<file path="src/i2cm_pkg.sv">
// ----------------------------------------------------------------------------
// i2cm_pkg
// Shared types, operation codes and constants of the bit-level i2c master.
// ----------------------------------------------------------------------------
package i2cm_pkg;

  // field widths
  localparam int unsigned CMD_W  = 3;
  localparam int unsigned BYTE_W = 8;
  localparam int unsigned PHASE_W = 3;
  localparam int unsigned BIT_W  = 4;

  // operation codes, also the command codes of the request channel
  localparam logic [CMD_W-1:0] OP_IDLE  = 3'd0;
  localparam logic [CMD_W-1:0] OP_START = 3'd1;
  localparam logic [CMD_W-1:0] OP_STOP  = 3'd2;
  localparam logic [CMD_W-1:0] OP_WRITE = 3'd3;
  localparam logic [CMD_W-1:0] OP_READ  = 3'd4;
  localparam logic [CMD_W-1:0] OP_WAIT  = 3'd5;

  // reset value of the ack timeout register
  localparam logic [BYTE_W-1:0] ACK_LIMIT_RESET = 8'd250;

  // bits per byte on the bus
  localparam logic [BIT_W-1:0] BITS_PER_BYTE = 4'd8;

  // depth of the queue between front and engine
  localparam int unsigned QUEUE_DEPTH = 2;

  // classified request as it sits in the queue
  typedef struct packed {
    logic [CMD_W-1:0]  op;
    logic [BYTE_W-1:0] tx_byte;
    logic              send_ack;
    logic              sda_level;
  } q_entry_t;

  // queue handshake toward the engine
  typedef struct packed {
    logic valid;
  } q_status_t;

  // one result as held in the output register
  typedef struct packed {
    logic              scl_level;
    logic              sda_release;
    logic              busy_res;
    logic              done_res;
    logic [BYTE_W-1:0] rx_byte;
    logic              ack_error;
  } res_t;

endpackage

</file>
<file path="src/i2cm_ifs.sv">
// ----------------------------------------------------------------------------
// i2cm channel interfaces
// Valid/ready channels for requests, results and the configuration write.
// ----------------------------------------------------------------------------
interface i2cm_cmd_if;
  import i2cm_pkg::*;
  logic              valid;
  logic              ready;
  logic [CMD_W-1:0]  command;
  logic [BYTE_W-1:0] tx_byte;
  logic              send_ack;
  logic              sda_level;
  modport source (output valid, command, tx_byte, send_ack, sda_level, input ready);
  modport sink   (input valid, command, tx_byte, send_ack, sda_level, output ready);
endinterface

interface i2cm_res_if;
  import i2cm_pkg::*;
  logic              valid;
  logic              ready;
  logic              scl_level;
  logic              sda_release;
  logic              busy_res;
  logic              done_res;
  logic [BYTE_W-1:0] rx_byte;
  logic              ack_error;
  modport source (output valid, scl_level, sda_release, busy_res, done_res, rx_byte,
                  ack_error, input ready);
  modport sink   (input valid, scl_level, sda_release, busy_res, done_res, rx_byte,
                  ack_error, output ready);
endinterface

interface i2cm_cfg_if;
  import i2cm_pkg::*;
  logic              valid;
  logic              ready;
  logic [BYTE_W-1:0] data;
  modport source (output valid, data, input ready);
  modport sink   (input valid, data, output ready);
endinterface

</file>
<file path="src/i2cm_front.sv">
// ----------------------------------------------------------------------------
// i2cm_front
// Accepts requests, classifies the command code and queues them for the engine.
// ----------------------------------------------------------------------------
module i2cm_front #(
  parameter int unsigned Depth = i2cm_pkg::QUEUE_DEPTH
) (
  input  logic                clk_i,
  input  logic                rst_ni,
  i2cm_cmd_if.sink            cmd_i,
  output i2cm_pkg::q_status_t q_status_o,
  input  logic                q_pop_i,
  output i2cm_pkg::q_entry_t  q_entry_o
);
  import i2cm_pkg::*;

  localparam int unsigned PtrW = (Depth > 1) ? $clog2(Depth) : 1;
  localparam int unsigned CntW = $clog2(Depth + 1);
  localparam logic [PtrW-1:0] LastPtr = PtrW'(Depth - 1);
  localparam logic [CntW-1:0] Full    = CntW'(Depth);

  q_entry_t        mem_q [Depth];
  q_entry_t        entry_d;
  logic [PtrW-1:0] wr_ptr_q, wr_ptr_d;
  logic [PtrW-1:0] rd_ptr_q, rd_ptr_d;
  logic [CntW-1:0] count_q, count_d;
  logic            push;
  logic            pop;

  // classify: unused command codes behave as tick only
  always_comb begin
    entry_d.tx_byte   = cmd_i.tx_byte;
    entry_d.send_ack  = cmd_i.send_ack;
    entry_d.sda_level = cmd_i.sda_level;
    if (cmd_i.command >= OP_START && cmd_i.command <= OP_WAIT) begin
      entry_d.op = cmd_i.command;
    end else begin
      entry_d.op = OP_IDLE;
    end
  end

  // queue handshake
  assign cmd_i.ready      = (count_q != Full);
  assign push             = cmd_i.valid && cmd_i.ready;
  assign q_status_o.valid = (count_q != '0);
  assign pop              = q_pop_i && q_status_o.valid;
  assign q_entry_o        = mem_q[rd_ptr_q];

  // pointer and fill count
  always_comb begin
    wr_ptr_d = wr_ptr_q;
    rd_ptr_d = rd_ptr_q;
    count_d  = count_q;
    if (push) begin
      wr_ptr_d = (wr_ptr_q == LastPtr) ? '0 : wr_ptr_q + 1'b1;
    end
    if (pop) begin
      rd_ptr_d = (rd_ptr_q == LastPtr) ? '0 : rd_ptr_q + 1'b1;
    end
    if (push && !pop) begin
      count_d = count_q + 1'b1;
    end else if (pop && !push) begin
      count_d = count_q - 1'b1;
    end
  end

  always_ff @(posedge clk_i or negedge rst_ni) begin
    if (!rst_ni) begin
      wr_ptr_q <= '0;
      rd_ptr_q <= '0;
      count_q  <= '0;
    end else begin
      wr_ptr_q <= wr_ptr_d;
      rd_ptr_q <= rd_ptr_d;
      count_q  <= count_d;
    end
  end

  // queue storage
  always_ff @(posedge clk_i) begin
    if (push) begin
      mem_q[wr_ptr_q] <= entry_d;
    end
  end

endmodule

</file>
<file path="src/i2cm_engine.sv">
// ----------------------------------------------------------------------------
// i2cm_engine
// Bus sequencer: runs one phase per queued tick and registers the result.
// ----------------------------------------------------------------------------
module i2cm_engine (
  input  logic                       clk_i,
  input  logic                       rst_ni,
  input  i2cm_pkg::q_status_t        q_status_i,
  output logic                       q_pop_o,
  input  i2cm_pkg::q_entry_t         q_entry_i,
  input  logic [i2cm_pkg::BYTE_W-1:0] limit_i,
  i2cm_res_if.source                 res_o
);
  import i2cm_pkg::*;

  logic [CMD_W-1:0]   op_q, op_d;
  logic [PHASE_W-1:0] phase_q, phase_d;
  logic [BIT_W-1:0]   bit_q, bit_d;
  logic [BYTE_W-1:0]  shift_q, shift_d;
  logic [BYTE_W-1:0]  tmo_q, tmo_d;
  logic               ack_q, ack_d;
  logic               scl_q, scl_d;
  logic               sda_q, sda_d;
  logic               err_q, err_d;
  logic [BYTE_W-1:0]  rx_q, rx_d;
  logic               done;
  logic               out_valid_q, out_valid_d;
  res_t               out_q, out_d;

  // take a tick when the result register is free or being drained
  assign q_pop_o = q_status_i.valid && (!out_valid_q || res_o.ready);

  // phase sequencer
  always_comb begin
    op_d    = op_q;
    phase_d = phase_q;
    bit_d   = bit_q;
    shift_d = shift_q;
    tmo_d   = tmo_q;
    ack_d   = ack_q;
    scl_d   = scl_q;
    sda_d   = sda_q;
    err_d   = err_q;
    rx_d    = rx_q;
    done    = 1'b0;

    // launch a new command when idle
    if (op_q == OP_IDLE && q_entry_i.op != OP_IDLE) begin
      op_d    = q_entry_i.op;
      phase_d = '0;
      bit_d   = '0;
      if (q_entry_i.op == OP_WRITE) begin
        shift_d = q_entry_i.tx_byte;
      end
      if (q_entry_i.op == OP_READ) begin
        shift_d = '0;
        ack_d   = q_entry_i.send_ack;
      end
      if (q_entry_i.op == OP_WAIT) begin
        tmo_d = '0;
        err_d = 1'b0;
      end
    end

    case (op_d)
      OP_IDLE: begin
      end
      OP_START: begin
        if (phase_d == 3'd0) begin
          scl_d = 1'b1; sda_d = 1'b1; phase_d = 3'd1;
        end else if (phase_d == 3'd1) begin
          sda_d = 1'b0; phase_d = 3'd2;
        end else begin
          scl_d = 1'b0; done = 1'b1;
        end
      end
      OP_STOP: begin
        if (phase_d == 3'd0) begin
          scl_d = 1'b0; sda_d = 1'b0; phase_d = 3'd1;
        end else if (phase_d == 3'd1) begin
          scl_d = 1'b1; phase_d = 3'd2;
        end else begin
          sda_d = 1'b1; done = 1'b1;
        end
      end
      OP_WRITE: begin
        if (phase_d == 3'd0) begin
          scl_d   = 1'b0;
          sda_d   = shift_d[BYTE_W-1];
          shift_d = {shift_d[BYTE_W-2:0], 1'b0};
          phase_d = 3'd1;
        end else if (phase_d == 3'd1) begin
          scl_d   = 1'b1;
          bit_d   = bit_d + 1'b1;
          phase_d = (bit_d >= BITS_PER_BYTE) ? 3'd2 : 3'd0;
        end else begin
          scl_d = 1'b0; done = 1'b1;
        end
      end
      OP_READ: begin
        case (phase_d)
          3'd0: begin
            scl_d = 1'b0; sda_d = 1'b1; phase_d = 3'd1;
          end
          3'd1: begin
            scl_d = 1'b1; phase_d = 3'd2;
          end
          3'd2: begin
            shift_d = {shift_d[BYTE_W-2:0], q_entry_i.sda_level};
            bit_d   = bit_d + 1'b1;
            phase_d = (bit_d >= BITS_PER_BYTE) ? 3'd3 : 3'd0;
          end
          3'd3: begin
            scl_d = 1'b0; sda_d = !ack_d; phase_d = 3'd4;
          end
          3'd4: begin
            scl_d = 1'b1; phase_d = 3'd5;
          end
          default: begin
            scl_d = 1'b0; rx_d = shift_d; done = 1'b1;
          end
        endcase
      end
      OP_WAIT: begin
        if (phase_d == 3'd0) begin
          sda_d = 1'b1; phase_d = 3'd1;
        end else if (phase_d == 3'd1) begin
          scl_d = 1'b1; phase_d = 3'd2;
        end else if (!q_entry_i.sda_level) begin
          scl_d = 1'b0; done = 1'b1;
        end else if (tmo_d >= limit_i) begin
          // timeout: fall into the stop sequence
          err_d   = 1'b1;
          op_d    = OP_STOP;
          scl_d   = 1'b0;
          sda_d   = 1'b0;
          phase_d = 3'd1;
        end else begin
          tmo_d = tmo_d + 1'b1;
        end
      end
      default: begin
        done = 1'b1;
      end
    endcase

    if (done) begin
      op_d    = OP_IDLE;
      phase_d = '0;
    end
  end

  // sequencer state
  always_ff @(posedge clk_i or negedge rst_ni) begin
    if (!rst_ni) begin
      op_q    <= OP_IDLE;
      phase_q <= '0;
      bit_q   <= '0;
      shift_q <= '0;
      tmo_q   <= '0;
      ack_q   <= 1'b0;
      scl_q   <= 1'b1;
      sda_q   <= 1'b1;
      err_q   <= 1'b0;
      rx_q    <= '0;
    end else if (q_pop_o) begin
      op_q    <= op_d;
      phase_q <= phase_d;
      bit_q   <= bit_d;
      shift_q <= shift_d;
      tmo_q   <= tmo_d;
      ack_q   <= ack_d;
      scl_q   <= scl_d;
      sda_q   <= sda_d;
      err_q   <= err_d;
      rx_q    <= rx_d;
    end
  end

  // result register
  always_comb begin
    out_d.scl_level   = scl_d;
    out_d.sda_release = sda_d;
    out_d.busy_res    = (op_d != OP_IDLE);
    out_d.done_res    = done;
    out_d.rx_byte     = rx_d;
    out_d.ack_error   = err_d;
    out_valid_d       = q_pop_o || (out_valid_q && !res_o.ready);
  end

  always_ff @(posedge clk_i or negedge rst_ni) begin
    if (!rst_ni) begin
      out_valid_q <= 1'b0;
    end else begin
      out_valid_q <= out_valid_d;
    end
  end

  always_ff @(posedge clk_i) begin
    if (q_pop_o) begin
      out_q <= out_d;
    end
  end

  assign res_o.valid       = out_valid_q;
  assign res_o.scl_level   = out_q.scl_level;
  assign res_o.sda_release = out_q.sda_release;
  assign res_o.busy_res    = out_q.busy_res;
  assign res_o.done_res    = out_q.done_res;
  assign res_o.rx_byte     = out_q.rx_byte;
  assign res_o.ack_error   = out_q.ack_error;

endmodule

</file>
<file path="src/i2c_bit_level_master.sv">
// ----------------------------------------------------------------------------
// i2c_bit_level_master
// Bit-level i2c master: one bus timing tick per request, one result per tick.
//
//   channel  dir  handshake    payload
//   cmd_i    in   valid/ready  command, tx_byte, send_ack, sda_level
//   res_o    out  valid/ready  scl_level, sda_release, busy_res, done_res,
//                              rx_byte, ack_error
//   cfg_i    in   valid/ready  data (ack_timeout_limit), always ready
//
// One request per cycle sustained while results are taken; with an empty queue an
// accepted request is first written to the queue, and its result is then registered
// from the sequencer step into the result register.
// The sequencer advances one phase per request; its state loop sets the rate.
// Reset (rst_ni low, asynchronous) releases both lines, empties the queue and
// loads the timeout limit with 250.
// A stalled result holds the sequencer; the queue keeps taking requests until
// it is full.
// ----------------------------------------------------------------------------
module i2c_bit_level_master #(
  parameter int unsigned QueueDepth = i2cm_pkg::QUEUE_DEPTH
) (
  input  logic       clk_i,
  input  logic       rst_ni,
  i2cm_cmd_if.sink   cmd_i,
  i2cm_res_if.source res_o,
  i2cm_cfg_if.sink   cfg_i
);
  import i2cm_pkg::*;

  q_status_t         q_status;
  q_entry_t          q_entry;
  logic              q_pop;
  logic [BYTE_W-1:0] limit_q;

  // timeout limit register
  assign cfg_i.ready = 1'b1;

  always_ff @(posedge clk_i or negedge rst_ni) begin
    if (!rst_ni) begin
      limit_q <= ACK_LIMIT_RESET;
    end else if (cfg_i.valid && cfg_i.ready) begin
      limit_q <= cfg_i.data;
    end
  end

  // request front and queue
  i2cm_front #(
    .Depth (QueueDepth)
  ) u_front (
    .clk_i      (clk_i),
    .rst_ni     (rst_ni),
    .cmd_i      (cmd_i),
    .q_status_o (q_status),
    .q_pop_i    (q_pop),
    .q_entry_o  (q_entry)
  );

  // bus sequencer
  i2cm_engine u_engine (
    .clk_i      (clk_i),
    .rst_ni     (rst_ni),
    .q_status_i (q_status),
    .q_pop_o    (q_pop),
    .q_entry_i  (q_entry),
    .limit_i    (limit_q),
    .res_o      (res_o)
  );

  // checks
  a_done_not_busy: assert property (@(posedge clk_i) disable iff (!rst_ni)
    res_o.valid && res_o.done_res |-> !res_o.busy_res)
    else $error("done pulse while still busy");

  a_pop_no_overrun: assert property (@(posedge clk_i) disable iff (!rst_ni)
    q_pop |-> (!res_o.valid || res_o.ready))
    else $error("sequencer advanced over a pending result");

  a_cfg_write: assert property (@(posedge clk_i) disable iff (!rst_ni)
    cfg_i.valid && cfg_i.ready |=> limit_q == $past(cfg_i.data))
    else $error("timeout limit not updated");

  a_pop_needs_entry: assert property (@(posedge clk_i) disable iff (!rst_ni)
    q_pop |-> q_status.valid)
    else $error("pop from empty queue");

endmodule
</file>
<file path="src/flat_wrapper.sv">
// flat-port wrapper written by rule: the top's interface ports become plain ports
module i2c_bit_level_master_flat import i2cm_pkg::*;
#(
  parameter int unsigned QueueDepth = i2cm_pkg::QUEUE_DEPTH
)
  (clk_i, rst_ni, cmd_i_valid, cmd_i_command, cmd_i_tx_byte, cmd_i_send_ack, cmd_i_sda_level, cmd_i_ready, res_o_valid, res_o_scl_level, res_o_sda_release, res_o_busy_res, res_o_done_res, res_o_rx_byte, res_o_ack_error, res_o_ready, cfg_i_valid, cfg_i_data, cfg_i_ready);
  i2cm_cmd_if cmd_i_i ();
  i2cm_res_if res_o_i ();
  i2cm_cfg_if cfg_i_i ();
  input  logic clk_i;
  input  logic rst_ni;
  input wire logic [$bits(cmd_i_i.valid)-1:0] cmd_i_valid;
  input wire logic [$bits(cmd_i_i.command)-1:0] cmd_i_command;
  input wire logic [$bits(cmd_i_i.tx_byte)-1:0] cmd_i_tx_byte;
  input wire logic [$bits(cmd_i_i.send_ack)-1:0] cmd_i_send_ack;
  input wire logic [$bits(cmd_i_i.sda_level)-1:0] cmd_i_sda_level;
  output wire logic [$bits(cmd_i_i.ready)-1:0] cmd_i_ready;
  output wire logic [$bits(res_o_i.valid)-1:0] res_o_valid;
  output wire logic [$bits(res_o_i.scl_level)-1:0] res_o_scl_level;
  output wire logic [$bits(res_o_i.sda_release)-1:0] res_o_sda_release;
  output wire logic [$bits(res_o_i.busy_res)-1:0] res_o_busy_res;
  output wire logic [$bits(res_o_i.done_res)-1:0] res_o_done_res;
  output wire logic [$bits(res_o_i.rx_byte)-1:0] res_o_rx_byte;
  output wire logic [$bits(res_o_i.ack_error)-1:0] res_o_ack_error;
  input wire logic [$bits(res_o_i.ready)-1:0] res_o_ready;
  input wire logic [$bits(cfg_i_i.valid)-1:0] cfg_i_valid;
  input wire logic [$bits(cfg_i_i.data)-1:0] cfg_i_data;
  output wire logic [$bits(cfg_i_i.ready)-1:0] cfg_i_ready;
  assign cmd_i_i.valid = cmd_i_valid;
  assign cmd_i_i.command = cmd_i_command;
  assign cmd_i_i.tx_byte = cmd_i_tx_byte;
  assign cmd_i_i.send_ack = cmd_i_send_ack;
  assign cmd_i_i.sda_level = cmd_i_sda_level;
  assign cmd_i_ready = cmd_i_i.ready;
  assign res_o_valid = res_o_i.valid;
  assign res_o_scl_level = res_o_i.scl_level;
  assign res_o_sda_release = res_o_i.sda_release;
  assign res_o_busy_res = res_o_i.busy_res;
  assign res_o_done_res = res_o_i.done_res;
  assign res_o_rx_byte = res_o_i.rx_byte;
  assign res_o_ack_error = res_o_i.ack_error;
  assign res_o_i.ready = res_o_ready;
  assign cfg_i_i.valid = cfg_i_valid;
  assign cfg_i_i.data = cfg_i_data;
  assign cfg_i_ready = cfg_i_i.ready;
  i2c_bit_level_master #(.QueueDepth(QueueDepth)) u_core (.clk_i(clk_i), .rst_ni(rst_ni), .cmd_i(cmd_i_i), .res_o(res_o_i), .cfg_i(cfg_i_i));
endmodule
</file>
<file path="config.mk">
export PLATFORM = sky130hd
export DESIGN_NAME = i2c_bit_level_master_flat
export DESIGN_NICKNAME = d
export VERILOG_FILES = /design/src/i2cm_pkg.sv /design/src/i2cm_ifs.sv /design/src/i2cm_front.sv /design/src/i2cm_engine.sv /design/src/i2c_bit_level_master.sv /design/src/flat_wrapper.sv
export SDC_FILE = /design/constraint.sdc
export NUM_CORES = 1
export LEC_CHECK = 0
export CORE_MARGIN = 3
export CORE_UTILIZATION = 55
export CTS_BUF_LIST = sky130_fd_sc_hd__clkbuf_4 sky130_fd_sc_hd__clkbuf_8
export DETAILED_ROUTE_END_ITERATION = 10
export DONT_BUFFER_PORTS = 1
export PLACE_DENSITY_LB_ADDON = 0.1
export REMOVE_ABC_BUFFERS = 1
export SKIP_LAST_GASP = 1
export SLEW_MARGIN = 30
export SYNTH_ARGS = -nofsm -noshare
export SYNTH_HDL_FRONTEND = slang
export SYNTH_SLANG_ARGS = --single-unit
</file>
<file path="constraint.sdc">
create_clock -name clk_i -period 4.51 [get_ports clk_i]
set_input_delay 0.2255 -clock clk_i [delete_from_list [all_inputs] [get_ports clk_i]]
set_output_delay 0.2255 -clock clk_i [all_outputs]
set_load 0.05 [all_outputs]
</file>
-- Yosys cells after proc, flatten, opt, wreduce, memory -nomap -nowiden
Memories as Yosys holds them, arrays and structs flattened.
Index checks and enable logic that the tools add are counted.
- bits in registers: 64
- latch bits: 0
- bits in writable memories: 26
- bits in read-only memories: 0
- bits of input ports: 26
- output and inout port bits: 16
- word-level logic and storage cells: 158
- memories kept: 1
- memory list (name ; depth ; width ; read ports ; clocked after Yosys merged registers in ; write ports ; RTL line ; RTL):
    u_core.u_front.mem_q ; 2 ; 13 ; 1 ; 0 ; 1 ; i2cm_front.sv:22 ; q_entry_t mem_q [Depth];
- add/sub/neg operators: 6
- $mul: 0
- div/mod/pow operators: 0
- order comparisons: 4
- equality and inequality tests: 13
- shifts and indexed selects: 0
- mux-type cells: 87
- bitwise gates (word level): 0
- reduce and logical (&&, ||, !) cells: 26
- operators by type and width (operator ; count):
    8-bit 2-to-1 mux ; 14
    3-bit 2-to-1 mux ; 18
    1-bit 2-to-1 mux ; 38
    4-bit 2-to-1 mux ; 4
    8-bit one-hot mux with 2 select lines ; 1
    3-bit by 2-bit == test with 1-bit output, second input constant ; 5
    3-bit == test, second input constant ; 5
    3-bit one-hot mux with 5 select lines ; 1
    3-bit one-hot mux with 4 select lines ; 1
    1-bit one-hot mux with 5 select lines ; 2
    3-bit zero test ; 3
    8-bit by 1-bit adder with 8-bit output, second input constant ; 1
    8-bit >= comparator ; 1
    1-bit logical AND ; 8
    2-bit 2-to-1 mux ; 4
    4-bit one-hot mux with 2 select lines ; 1
    3-bit by 1-bit == test with 1-bit output, second input constant ; 2
    3-bit nonzero test ; 2
    1-bit zero test ; 5
    5-bit OR reduction ; 1
    4-bit by 1-bit adder with 4-bit output, second input constant ; 1
    4-bit >= comparator, second input constant ; 1
    1-bit one-hot mux with 2 select lines ; 2
    1-bit one-hot mux with 4 select lines ; 1
    other kinds (10) ; 14

-- Logic depth before layout (Yosys ltp)
Gate-level depths: netlist of run 1.
An unclocked memory read counts as a cell.
- depth after elaboration: 12
- depth in mapped cells: 12
- gate-level depth less buffers: 11

-- Hierarchy
From an unflattened synthesis of run 1, not the netlist that was laid out.
- cell total of the unflattened synthesis: 459
- area, all modules: 4873.4 µm²
- by module, submodules not included (module ; times used ; cells an instance ; area an instance (µm²) ; sequential area each (µm²)):
    i2cm_engine ; 1 ; 379 ; 3358.2 ; 1368.8
    i2cm_front ; 1 ; 61 ; 1164.9 ; 880.8
    i2c_bit_level_master ; 1 ; 19 ; 350.3 ; 207.7

-- Worst setup path before layout of run 1
Ideal clock, no wire load.
- path type: flip-flop to flip-flop
- start point: register u_core.u_front.rd_ptr_q
- end point: register u_core.u_engine.tmo_q[5]
- setup time: 79 ps
- data arrival time: 3168 ps
- data required time: 4431 ps
- setup slack: 1262 ps
- cell stages (with the launch flop): 12
- buffers on the path: 0
- period minus slack after synthesis: 3248 ps
- path through: dfrtp_1 > or3b_2 > a211o_1 > nand2_1 > ha_1 > nand2b_1 > a2111o_1 > a211o_1 > nor4_4 > nand4_1 > nor2_1 > mux2i_1
- cells in the longest elaborated chain, start to end: 10
- elaborated cells between the ends (all ways): 18
- those cells by class: add/sub (1); order compare (1); eq/ne (3); mux (9); reduce/logical (3); memory (1)
- ends and longest elaborated chain (element ; RTL line ; RTL):
    from (decl) ; i2cm_front.sv:25 ; logic [PtrW-1:0] rd_ptr_q, rd_ptr_d;
    from (signal assigned) ; i2cm_front.sv:74 ; rd_ptr_q <= rd_ptr_d;
    memory 2 x 13 bit (*) ; - ;
    3-bit == test or 3-bit nonzero test (tied branches) ; i2cm_engine.sv:59, i2cm_engine.sv:48 ;
    8-bit 2-to-1 mux or 1-bit logical AND (tied branches) ; i2cm_engine.sv:59, i2cm_engine.sv:48 ;
    8-bit 2-to-1 mux ; i2cm_engine.sv:48 ; if (op_q == OP_IDLE && q_entry_i.op != OP_IDLE) begin
    8-bit by 1-bit adder with 8-bit output or 8-bit >= comparator (tied branches) ; i2cm_engine.sv:139, i2cm_engine.sv:131 ;
    8-bit 2-to-1 mux ; i2cm_engine.sv:131 ; end else if (tmo_d >= limit_i) begin
    8-bit 2-to-1 mux ; i2cm_engine.sv:129 ; end else if (!q_entry_i.sda_level) begin
    8-bit 2-to-1 mux ; i2cm_engine.sv:127 ; end else if (phase_d == 3'd1) begin
    8-bit 2-to-1 mux ; i2cm_engine.sv:125 ; if (phase_d == 3'd0) begin
    8-bit 2-to-1 mux (*) ; i2cm_engine.sv:65 ; case (op_d)
    to (signal assigned) ; i2cm_engine.sv:171 ; tmo_q <= tmo_d;
    to (decl) ; i2cm_engine.sv:20 ; logic [BYTE_W-1:0] tmo_q, tmo_d;
Mark *: on every way between the ends. The rest lies on a longest branch, timed or not.
A chain may end at the register's enable or synchronous reset.

-- Worst setup path after layout of run 1
Ends and elaborated chain as after synthesis.

==> results.sh, run 1 <==
export IMPL_status="complete, no violations"
export IMPL_whs_endpoint="u_core.limit_q[0]"
export IMPL_worst_path_buf_inv=1
export IMPL_post_route_util=0.6295
export IMPL_cts_sinks=90
export IMPL_drive_gt1_frac=0.1471
export IMPL_power_density_nw_per_um2=678.0
export IMPL_cp_required_ns=4.79
export IMPL_synth_top_flop_cell="dfrtp_1"
export IMPL_start_util=0.5756
export IMPL_grt_pass1_wl_um=16480
export IMPL_criticalPathCategory="flop to flop"
export IMPL_fmax_mhz=283.4
export IMPL_pwr_share_clk=0.143
export IMPL_synth_seq_area_share=0.5093
export IMPL_placed_area_um2=4876
export IMPL_p_sw_frac=0.4552
export IMPL_r2r_end="u_core.u_engine.tmo_q[5]"
export IMPL_multi_input_area_um2=2220
export IMPL_cp_end_kind="flop"
export IMPL_fin_crit_ns=3.528
export IMPL_synthTopCellsByArea="edfxtp_1 24%, dfrtp_1 22%, mux2_2 4.9%"
export IMPL_htreeDepth=3
export IMPL_gr_usage_all_layers=0.2096
export IMPL_worstPathCellList="buf_4 -> mux2i_1 -> a211o_1 -> nand2_1 -> ha_1 -> nand2b_1 -> a2111o_1 -> a211o_1 -> nor4_4 -> nand4_1 -> nor2_1 -> mux2i_1"
export IMPL_finalClockSkew_ns=0.01103
export IMPL_max_stage_delay_ns=0.47
export IMPL_holdWs_ns=0.02645
export IMPL_fin_crit_sh=0.7823
export IMPL_finalSetupViolations=0
export IMPL_post_cts_setup_buffers=0
export IMPL_clkTransAtPathRegs_ns=0.09
export IMPL_netlist_area_leader_share=0.2427
export IMPL_reg2reg_depth=12
export IMPL_finalWirelength_um=9738
export IMPL_nNetsFinal=501
export IMPL_p_sw_w=0.001628
export IMPL_slew_viol_final=0
export IMPL_hold_depth=1
export IMPL_netlist_instances=452
export IMPL_yosysWarnings=0
export IMPL_grt_remaining_overflow=0
export IMPL_clockBufferDepth=2
export IMPL_globalplace_congestion=0.8703
export IMPL_via_per_inst=5.934
export IMPL_cts_tree="yes"
export IMPL_crit_path_start_kind="flop"
export IMPL_cp_slowest_cell="mux2i_1"
export IMPL_yosysTopAreaCell="edfxtp_1"
export IMPL_antenna_cells=0
export IMPL_synth_avg_cell_area_um2=10.67
export IMPL_worst_pin_slew_ns=0.8805
export IMPL_hold_class="primary input to flop"
export IMPL_core_area_um2=8382
export IMPL_drcViolationCount=0
export IMPL_vias=3406
export IMPL_ff_latch_area_um2=2457
export IMPL_grt_pass1_vias=3391
export IMPL_antenna_left=0
export IMPL_intPower_w=0.001949
export IMPL_root_buffer="clkbuf_8"
export IMPL_leakagePower_nw=2.171
export IMPL_ys_seq_elements=90
export IMPL_dieArea_um2=9932
export IMPL_hpwl_um=6686
export IMPL_peakVddDrop_mv=0.3774
export IMPL_clock_latency_ns=0.36
export IMPL_maxSlewHeadroom=0.4068
export IMPL_min_from="cfg_i_data[0]"
export IMPL_ys_types=67
export IMPL_grt_max_degree=52
export IMPL_area_growth_pct=9.362
export IMPL_wl_per_cell_um=16.97
export IMPL_ys_top_cells_by_count="56 x nand2_1, 43 x dfrtp_1, 39 x edfxtp_1"
export IMPL_hold_viol=0
export IMPL_die_y_um=99.66
export IMPL_cts_inserted_buffers=9
export IMPL_drt_iter0_markers=206
export IMPL_synth_edff_count=39
export IMPL_firstDrtPassIters=4
export IMPL_port_buffers=0
export IMPL_fin_area_um2=5276
export IMPL_rsz0062_at_grt="no"
export IMPL_critical_path_top_delay_family="compound AO/OA/AOI/OAI gates"
export IMPL_comb_power_share=0.425
export IMPL_p_seq_frac=0.431
export IMPL_setup_tns_ns=0
export IMPL_die_w_um=99.66
export IMPL_drv_cap=0
export IMPL_io_pins=42
export IMPL_syn_area_um2=4825
export IMPL_async_flop_share=0.5667
export IMPL_final_fill_count=670
export IMPL_r2r_start="u_core.u_front.rd_ptr_q"
export IMPL_crit_arrival_ns=3.81
export IMPL_synthMostInstantiatedCell="nand2_1"
export IMPL_r2r_slack_ns=0.98
export IMPL_antenna_found_initial=0
export IMPL_num_rows=33
export IMPL_cp_max_fo=22
==> kinds of logic (layout without fill, tap and decap cells) <==
group	count (synthesis)	after routing	share of synthesized area
buffers and inverters	34	51	0.03189
AOI/OAI and AO/OA	119	119	0.1644
xor gates and xnor gates	13	13	0.02360
other	1	1	0.0007773
DFF	90	90	0.5093
and+or+nand+nor	145	145	0.1551
adders and majority gates	11	11	0.02853
muxes	39	39	0.08636
==> state kept, by name, summed over array words and instances (netlist names), 2 cells and up <==
name	cells
u_core.u_front.mem_q	26
u_core.limit_q	8
u_core.u_engine.res_o.rx_byte	8
u_core.u_engine.rx_q	8
u_core.u_engine.shift_q	8
u_core.u_engine.tmo_q	8
u_core.u_engine.bit_q	4
u_core.u_engine.op_q	3
u_core.u_engine.phase_q	3
u_core.u_front.count_q	2
==> routing by layer <==
layer  routed length (um)  track usage  up-vias
li1                     -            -     1670
met1                 4428       0.2730     1625
met2                 4695       0.3463       91
met3                  431      0.03997       20
met4                  182      0.08193        0
met5                    0            0        -
==> final cells by class <==
class / count / area share
tap: 105 / 0.02490
sequential: 90 / 0.4657
inverter: 12 / 0.008537
multi-input combinational: 328 / 0.4207
clock buffer: 11 / 0.02751
clock inverter: 5 / 0.007114
timing repair buffer: 23 / 0.04553
==> power by group through the flow <==
stage	clock network (W)	registers [W]	logic, W
after floorplan	0	0.00153	0.00114
after global placement	0	0.00155	0.00145
after detailed placement	0	0.00156	0.00148
after CTS	0.000528	0.00154	0.00152
after global routing	0.000559	0.00158	0.00169
final	0.000513	0.00154	0.00152
==> placed cells by master, fill, tap and decap left out, types with 6 or more instances in the layout <==
cell	netlist	routed
inv_1	12	12
o21ai_0	35	35
and2_1	10	10
ha_1	11	11
xor2_1	7	7
mux2_2	21	21
nor2_1	25	24
edfxtp_1	39	39
clkbuf_8	0	10
dfrtp_1	43	43
a31oi_1	6	6
nand2_1	56	56
a21oi_1	24	24
mux2i_1	18	18
nand2b_1	6	6
o21ai_1	9	8
a21o_1	7	7
dlygate4sd3_1	0	19
nor3_1	8	8
dfstp_2	8	8
xnor2_1	6	6
nand3_1	7	7
==> worst max-delay path by stage <==
stage                                start                        to  cells past startpoint
6_report           u_core.u_front.rd_ptr_q  u_core.u_engine.tmo_q[5]                     12
5_1_grt            u_core.u_front.rd_ptr_q  u_core.u_engine.tmo_q[5]                     12
4_1_cts            u_core.u_front.rd_ptr_q  u_core.u_engine.tmo_q[5]                     12
3_5_place_dp       u_core.u_front.rd_ptr_q  u_core.u_engine.tmo_q[5]                     12
3_3_place_gp   u_core.u_front.mem_q[0][11]  u_core.u_engine.tmo_q[5]                     11
2_1_floorplan      u_core.u_front.rd_ptr_q  u_core.u_engine.tmo_q[5]                     11
==> through the flow <==
stage / cells / setup slack (ns) / total power, W
after floorplan: 430 / 0.9258 / 0.002668
after global placement: 538 / 1.109 / 0.002999
after detailed placement: 538 / 1.006 / 0.003040
after CTS: 574 / 0.9472 / 0.003586
after global routing: 574 / 0.7222 / 0.003829
final: 574 / 0.9818 / 0.003577
==> worst register-to-register path: cells and delay by family (launching register included) <==
family	cells	cell delay, ns
and+or+nand+nor	5	0.84
muxes	2	0.66
AOI/OAI and AO/OA	3	1.04
adders and majority gates	1	0.27
DFF	1	0.35
buffers and inverters	1	0.28
==> repair_timing <==
item                      CTS  global route
gates resized for setup     0             0
hold endpoints to repair   78             0
hold buffers               20             0
No activity file was read; power rests on OpenSTA's default activity.
==> run 2: changes to the inputs <==
==> constraint.sdc (replaced) <==
create_clock -name clk_i -period 3.35 [get_ports clk_i]
set_input_delay 0.1675 -clock clk_i [delete_from_list [all_inputs] [get_ports clk_i]]
set_output_delay 0.1675 -clock clk_i [all_outputs]
set_load 0.05 [all_outputs]
==> results.sh, run 2 (synthesized netlist as in run 1, its figures left out) <==
export IMPL_status="complete, no violations"
export IMPL_peakVddDrop_mv=0.5430
export IMPL_globalplace_congestion=0.8848
export IMPL_hpwl_um=6829
export IMPL_die_w_um=99.66
export IMPL_grt_pass1_vias=3522
export IMPL_final_common_cell="nand2_1"
export IMPL_wl_per_cell_um=17.28
export IMPL_highest_layer="met4"
export IMPL_via_per_inst=5.957
export IMPL_area_growth_pct=16.34
export IMPL_antenna_found_initial=0
export IMPL_crit_arrival_ns=3.54
export IMPL_finalWirelength_um=10410
export IMPL_num_rows=33
export IMPL_finalClockSkew_ns=0.009923
export IMPL_leakagePower_nw=2.331
export IMPL_largest_register_ffs=26
export IMPL_power_density_nw_per_um2=904.5
export IMPL_antenna_cells=0
export IMPL_cp_end_kind="flop"
export IMPL_hold_class="primary input to flop"
export IMPL_clkTransAtPathRegs_ns=0.10
export IMPL_cts_sinks=90
export IMPL_grt_remaining_overflow=0
export IMPL_intPower_w=0.002783
export IMPL_drt_iter0_markers=193
export IMPL_p_seq_frac=0.402
export IMPL_drive_gt1_frac=0.2052
export IMPL_dieArea_um2=9932
export IMPL_wl_met2_um=5065
export IMPL_gr_usage_all_layers=0.2198
export IMPL_fin_crit_ns=3.234
export IMPL_clock_latency_ns=0.38
export IMPL_nNetsFinal=529
export IMPL_crit_path_start_kind="flop"
export IMPL_grt_max_degree=52
export IMPL_finalSetupViolations=0
export IMPL_hold_viol=0
export IMPL_comb_power_share=0.453
export IMPL_layout_common_cells="54 x nand2_1, 43 x dfrtp_1, 39 x edfxtp_1, 33 x o21ai_0, 25 x nor2_1"
export IMPL_wl_met3_um=542
export IMPL_port_buffers=0
export IMPL_cts_tree="yes"
export IMPL_fin_crit_sh=0.9655
export IMPL_vias=3586
export IMPL_io_pins=42
export IMPL_root_buffer="clkbuf_8"
export IMPL_final_fill_count=650
export IMPL_drv_cap=0
export IMPL_regMostFlops="u_core.u_front.mem_q"
export IMPL_maxSlewHeadroom=0.3914
export IMPL_slew_viol_final=0
export IMPL_p_sw_frac=0.4519
export IMPL_cp_max_fo=11
export IMPL_drcViolationCount=0
export IMPL_holdWs_ns=0.05692
export IMPL_total_power_w=0.005077
export IMPL_clockBufferDepth=2
export IMPL_fmax_mhz=309.2
export IMPL_grt_pass1_wl_um=17190
export IMPL_cp_required_ns=3.66
export IMPL_worst_pin_slew_ns=0.9034
export IMPL_wl_met1_um=4609
export IMPL_firstDrtPassIters=5
export IMPL_die_y_um=99.66
export IMPL_cts_inserted_buffers=9
export IMPL_antenna_left=0
export IMPL_p_sw_w=0.002294
export IMPL_htreeDepth=3
export IMPL_criticalPathCategory="flop to flop"
export IMPL_pwr_share_clk=0.145
export IMPL_start_util=0.5756
export IMPL_core_area_um2=8382
[run 2: cell types whose count changed in the layout (fill, tap and decap cells not counted), sizes merged]
cell and delta:
dlygate4sd3 +5, clkinvlp -2, clkinv +2, clkbuf -1, buf +22, inv +2
[run 2: worst paths after layout]
kind,depth (start not counted),slack (ns),to,start
worst min register to register,1,0.49,u_core.u_engine.tmo_q[5],u_core.u_engine.tmo_q[5]
worst max register to register,13,0.12,u_core.u_engine.scl_q,u_core.u_front.rd_ptr_q
max in group asynchronous,2,2.73,u_core.limit_q[4],rst_ni
worst min-delay path,1,0.06,u_core.u_front.mem_q[1][12],cmd_i_command[2]
min in group asynchronous,2,0.33,u_core.u_engine.bit_q[1],rst_ni
worst max-delay path,13,0.12,u_core.u_engine.scl_q,u_core.u_front.rd_ptr_q
[run 2: final cells by class]
cell class / instances / area (um^2) / share of cell area
inverter: 12 / 45.04 / 0.008025
clock buffer: 9 / 123.9 / 0.02207
timing repair buffer: 51 / 504.2 / 0.08984
sequential: 90 / 2457 / 0.4378
clock inverter: 7 / 71.32 / 0.01271
tap: 105 / 131.4 / 0.02341
multi-input combinational: 328 / 2280 / 0.4062
[run 2: worst max-delay path: stages (launching register included)]
cell and delay (ns):
dfrtp_1 0.41, buf_6 0.14, buf_12 0.13, mux2i_2 0.15, a211o_1 0.33, and2_4 0.17, ha_1 0.27, a2111o_1 0.44
a211o_1 0.36, buf_4 0.16, a21oi_1 0.17, a21oi_1 0.09, nor3b_1 0.18, nor3_2 0.16
[run 2: layer usage]
layer  GRT usage  vias up
li1            -     1728
met1      0.2905     1729
met2      0.3592      112
met3     0.04278       17
met4     0.08298        0
met5           0        -
[run 2: timing repair]
item	in CTS	in global routing
endpoints found under the setup margin	4	13
endpoints found under the hold margin	85	0
pin swaps	5	11
setup buffers	1	7
hold buffers	25	0
gates cloned	0	1
resized for setup	2	19
[run 2: per-stage QoR]
step | instance area (um^2) | worst slack [ns] | setup TNS [ns] | instances | util
finish | 5613 | 0.1157 | 0 | 602 | 0.6697
global route | 5613 | -0.01888 | -0.03556 | 602 | 0.6697
CTS | 5453 | 0.01477 | 0 | 594 | 0.6505
detailed placement | 4979 | -0.01394 | -0.02511 | 552 | 0.5940
global placement | 4979 | 0.1541 | 0 | 552 | 0.5940
floorplan | 4716 | -0.2342 | -1.103 | 430 | -
[run 2: power by group through the flow]
stage | combinational (W) | sequential (W) | clock, W
floorplan | 0.00153 | 0.00206 | 0
global placement | 0.00208 | 0.00204 | 0
detailed placement | 0.00211 | 0.00206 | 0
CTS | 0.00217 | 0.00204 | 0.000754
global route | 0.00256 | 0.00208 | 0.000796
finish | 0.00230 | 0.00204 | 0.000735
